<file path="config.mk">
export PLATFORM = sky130hd
export DESIGN_NAME = gfs_ram
export DESIGN_NICKNAME = d
export VERILOG_FILES = /design/src/rtl/gfs_ram.sv
export SDC_FILE = /design/constraint.sdc
export NUM_CORES = 1
export LEC_CHECK = 0
export BUFFER_PORTS_ARGS = -buffer_cell sky130_fd_sc_hd__buf_4
export CELL_PAD_IN_SITES_DETAIL_PLACEMENT = 0
export CELL_PAD_IN_SITES_GLOBAL_PLACEMENT = 2
export CORE_MARGIN = 2
export CORE_UTILIZATION = 46
export CTS_CLUSTER_DIAMETER = 50
export CTS_CLUSTER_SIZE = 16
export DETAILED_ROUTE_END_ITERATION = 7
export PLACE_DENSITY_LB_ADDON = 0.1
export SETUP_SLACK_MARGIN = 0.02
export SYNTH_ARGS = -nofsm -noshare
export SYNTH_HDL_FRONTEND = slang
export SYNTH_SLANG_ARGS = --single-unit
</file>
<file path="constraint.sdc">
create_clock -name clk_i -period 3.8 [get_ports clk_i]
set_clock_uncertainty 0.1 [all_clocks]
set_input_delay 0.95 -clock clk_i [delete_from_list [all_inputs] [get_ports clk_i]]
set_output_delay 0.95 -clock clk_i [all_outputs]
set_load 0.005 [all_outputs]
</file>
<file path="src/rtl/gfs_ram.sv">
// ----------------------------------------------------------------------------
// gfs_ram
// Generic single-write, single-read RAM with registered read data.
// ----------------------------------------------------------------------------
module gfs_ram #(
  parameter int Width = 16,
  parameter int Depth = 64
) (
  input  logic                     clk_i,
  input  logic                     we_i,
  input  logic [$clog2(Depth)-1:0] waddr_i,
  input  logic [Width-1:0]         wdata_i,
  input  logic [$clog2(Depth)-1:0] raddr_i,
  output logic [Width-1:0]         rdata_o
);

  logic [Width-1:0] mem_q [Depth];

  always_ff @(posedge clk_i) begin
    if (we_i) begin
      mem_q[waddr_i] <= wdata_i;
    end
    rdata_o <= mem_q[raddr_i];
  end

endmodule
</file>
# Word-level counts from Yosys, hierarchy flattened
# Memories as Yosys holds them, arrays and structs flattened. A register that Yosys moved wholly into a read port is not among the register bits.
# Cells that the tools add are included.
# word_totals
inputBits	30
ramBits	1024
mem_count	1
wordCells	3
out_inout_bits	16
ff_bits	0
# mem_list
memory	depth	word_bits	read_ports	rd_ports_with_merged_regs	write_ports	line	rtl
mem_q	64	16	1	1	1	17	logic [Width-1:0] mem_q [Depth];
# op_classes
muxes	2
# op_table
op	n
$mux 1	2

# Depth between registers and ports, before layout
# depth
word_depth	2
mapped_depth	10
mapped_depth_nobuf	5

# Worst setup path before layout
# No wires, ideal clock.
# synth_timing
path_type	input to register
from	input waddr_i[3]
to	memory mem_q[48][0] (enable)
stages	4
required_ns	3.291
arrival_ns	2.576
setup_slack_ns	0.715
setup_time_ns	0.409
n_path_buf	1
cell_sequence	clkbuf_1 > nor2b_1 > nand4b_1 > nor3_1
# synth_lines
element	line	rtl
from (decl)	11	input logic [$clog2(Depth)-1:0] waddr_i,
to (decl)	17	
# No word-level cell before the write port.

==> impl_metrics.csv <==
group,metric,value,unit
cts,clock_latency,0.69,ns
final_layout,fin_util,53.4,%
worst_setup_path,slowest_delay,0.61,ns
route,via_per_inst,5.82,
power,ir_worst_vdd,0.399,mV
cts,holdBufCountCts,0,
final_layout,drive_gt1_share,30.5,%
global_routing,grt_max_degree,65,
timing,maxSlewViolCount,0,
global_routing,grtUsageTotal,22.6,%
worst_setup_path,slowest_stage,"mux4_2",
route,drtIter0Drc,1875,
final_layout,final_common_cell,"edfxtp_1",
die,dieArea,0.0894,mm^2
placed_design,portBuffers,45,
worst_setup_path,cp-start-kind,"input port",
timing,fmax,0.346,GHz
placed_design,dp_hpwl,59.6,mm
route,wirelength,100,mm
worst_setup_path,cp_cell_sequence,"buf_8 > buf_12 > mux4_2 > a22oi_1 > a311oi_1",
route,num_vias,19100,
yosys,synth_cell_type_count,43,
timing,rsz0062_at_grt,"no",
yosys,syn_avg_cell_area,21.9,um^2
yosys,seq_area_frac_synth,77.6,%
die,die_h,299,um
yosys,netlist_area,0.0400,mm^2
yosys,ys_ff_latch,1040,
cts,cts.sinks,1040,
die,start_util,46.3,%
power,p_total,24900,uW
job,maxCapViolCount,0,
cts,clockBufferDepth,3,
timing,post-route-min-period,2.89,ns
worst_setup_path,end_kind,"flip-flop",
final_layout,fill_cells,6774,
global_routing,antenna_found_initial,7,
timing,whs,0.684,ns
global_routing,grt_pass1_vias,19700,
power,leakagePower,0.0148,uW
placed_design,place.gp.congestion,0.792,
power,p_per_area,539,mW/mm^2
cts,path_clk_slew,0.07,ns
cts,ctsResizeCount,0,
cts,postCtsSetupBuffers,0,
timing,tightest_slew,0.851,ns
route,postRouteAntennaNets,0,
die,num_io_pins,46,
yosys,synth_edf_count,1024,
timing,setup_viol,0,
die,row_count,108,
worst_hold_path,hold_class,"in -> reg",
timing,setup-tns-final,0,ns
cts,htree_num_levels,3,
route,first_pass_iters,6,
final_layout,syn_to_final_growth,15.3,%
route,avgRoutedWirePerCell,30.6,um
die,coreArea,0.0865,mm^2
worst_setup_path,path_max_fanout,61,
status,outcome,"complete, no violations",
global_routing,gr-total-overflow,0,
timing,final.period_utilization,76.0,%
worst_setup_path,required,4.22,ns
route,drc,0,
cts,cts_buffers,105,
die,die_w,299,um
worst_setup_path,cp.arrival,3.30,ns
yosys,synthFlopType,"edfxtp_1",
yosys,synth.net_count,1859,
timing,maxSlewHeadroom,43.0,%
yosys,synthArstFlopShare,0,%
timing,final_hold_viol_count,0,
yosys,synth_cells,1829,
global_routing,grt_pass1_wl,143,mm
placed_design,place_area,0.0425,mm^2
cts,cts_tree,"done",
cts,root_buffer,"clkbuf_16",
final_layout,fin_area,0.0462,mm^2
worst_setup_path,setup.worst_path.class,"in -> reg",
final_layout,fin_nets,2063,
final_layout,mostFrequentLayoutCells,"1024 x edfxtp_1, 220 x mux4_2, 184 x buf_4",
yosys,yosysWarnings,0,
-- sequential cells by signal, summed over array words and instances (netlist names) --
signal and count:
rdata_o 16, mem_q 1024
-- worst paths after layout --
| path | startpoint | end | slack, ns | cells past startpoint |
|---|---|---|---|---|
| min reg2reg | mem_q[8][5] | rdata_o[5] | 0.79 | 4 |
| min | waddr_i[1] | mem_q[50][2] | 0.68 | 3 |
| max | raddr_i[0] | rdata_o[0] | 0.91 | 5 |
| max reg2reg | mem_q[63][4] | rdata_o[4] | 1.57 | 5 |
-- cells in the mapped netlist (3+ instances only) --
cell | number | share of area [%]
mux2i_1 | 85 | 2.1
mux4_2 | 220 | 12
buf_8 | 3 | 0.11
nand3_1 | 24 | 0.30
a211oi_1 | 8 | 0.15
buf_2 | 36 | 0.45
buf_6 | 17 | 0.48
o21ai_0 | 5 | 0.062
nor2_1 | 72 | 0.67
o21ai_1 | 3 | 0.037
a22o_1 | 6 | 0.13
nor4_2 | 3 | 0.094
a221o_1 | 6 | 0.15
nor2b_1 | 30 | 0.47
a31oi_1 | 8 | 0.12
a41oi_1 | 5 | 0.11
buf_4 | 13 | 0.24
nand4_1 | 12 | 0.19
a311oi_1 | 8 | 0.17
nand2b_1 | 3 | 0.047
a22oi_1 | 39 | 0.73
a221oi_1 | 16 | 0.35
edfxtp_1 | 1024 | 77
buf_12 | 5 | 0.25
mux2_2 | 27 | 0.76
dfxtp_1 | 16 | 0.80
a211o_1 | 8 | 0.17
a21oi_1 | 17 | 0.21
buf_1 | 3 | 0.028
mux4_1 | 4 | 0.26
and4_1 | 5 | 0.11
clkbuf_1 | 24 | 0.22
nand2_1 | 59 | 0.55
-- stage by stage --
step	cells	setup slack (ns)
floorplan	1829	0.715
global placement	3081	0.168
detailed placement	3081	0.206
CTS	3278	0.911
global route	3278	0.824
finish	3280	0.912
-- kinds of logic after synthesis --
logic type / after synthesis / synth area share, %
AO/OA/AOI/OAI: 129 / 2.41
buffers and inverters: 104 / 1.83
flip-flops: 1040 / 77.6
multiplexers: 336 / 15.5
AND/OR/NAND/NOR: 220 / 2.65
-- routing by layer --
metal  vias up  track usage (%)  routed length [um]
met5         -                0                  37
met4         6             6.14                2450
met3       126             4.07                5790
met2       538             36.4               48500
met1     10300             32.3               43700
li1       8126                -                   -
-- power breakdown --
group	internal, uW	leakage [uW]	total [uW]	switching (uW)
clock network	6090	0.00179	10900	4800
logic	476	0.00368	1240	763
registers	12700	0.00935	12700	49.0
total	19300	0.0148	24900	5610
-- worst max-delay path: cells and delay by family --
kind                   cells  cell delay [ns]
AOI/OAI and AO/OA          2             0.79
muxes                      1             0.61
buffers and inverters      2             0.85
-- cell type report --
cell class,instances,area [um^2],area share (%)
Tap cell,1155,1450,3.13
Antenna cell,2,5.00,0.0108
Clock buffer,109,2640,5.72
Timing Repair Buffer,201,1700,3.69
Multi-Input combinational cell,685,8250,17.9
Sequential cell,1040,31100,67.3
Clock inverter,88,1060,2.30
No activity file was read; power rests on OpenSTA's default activity.
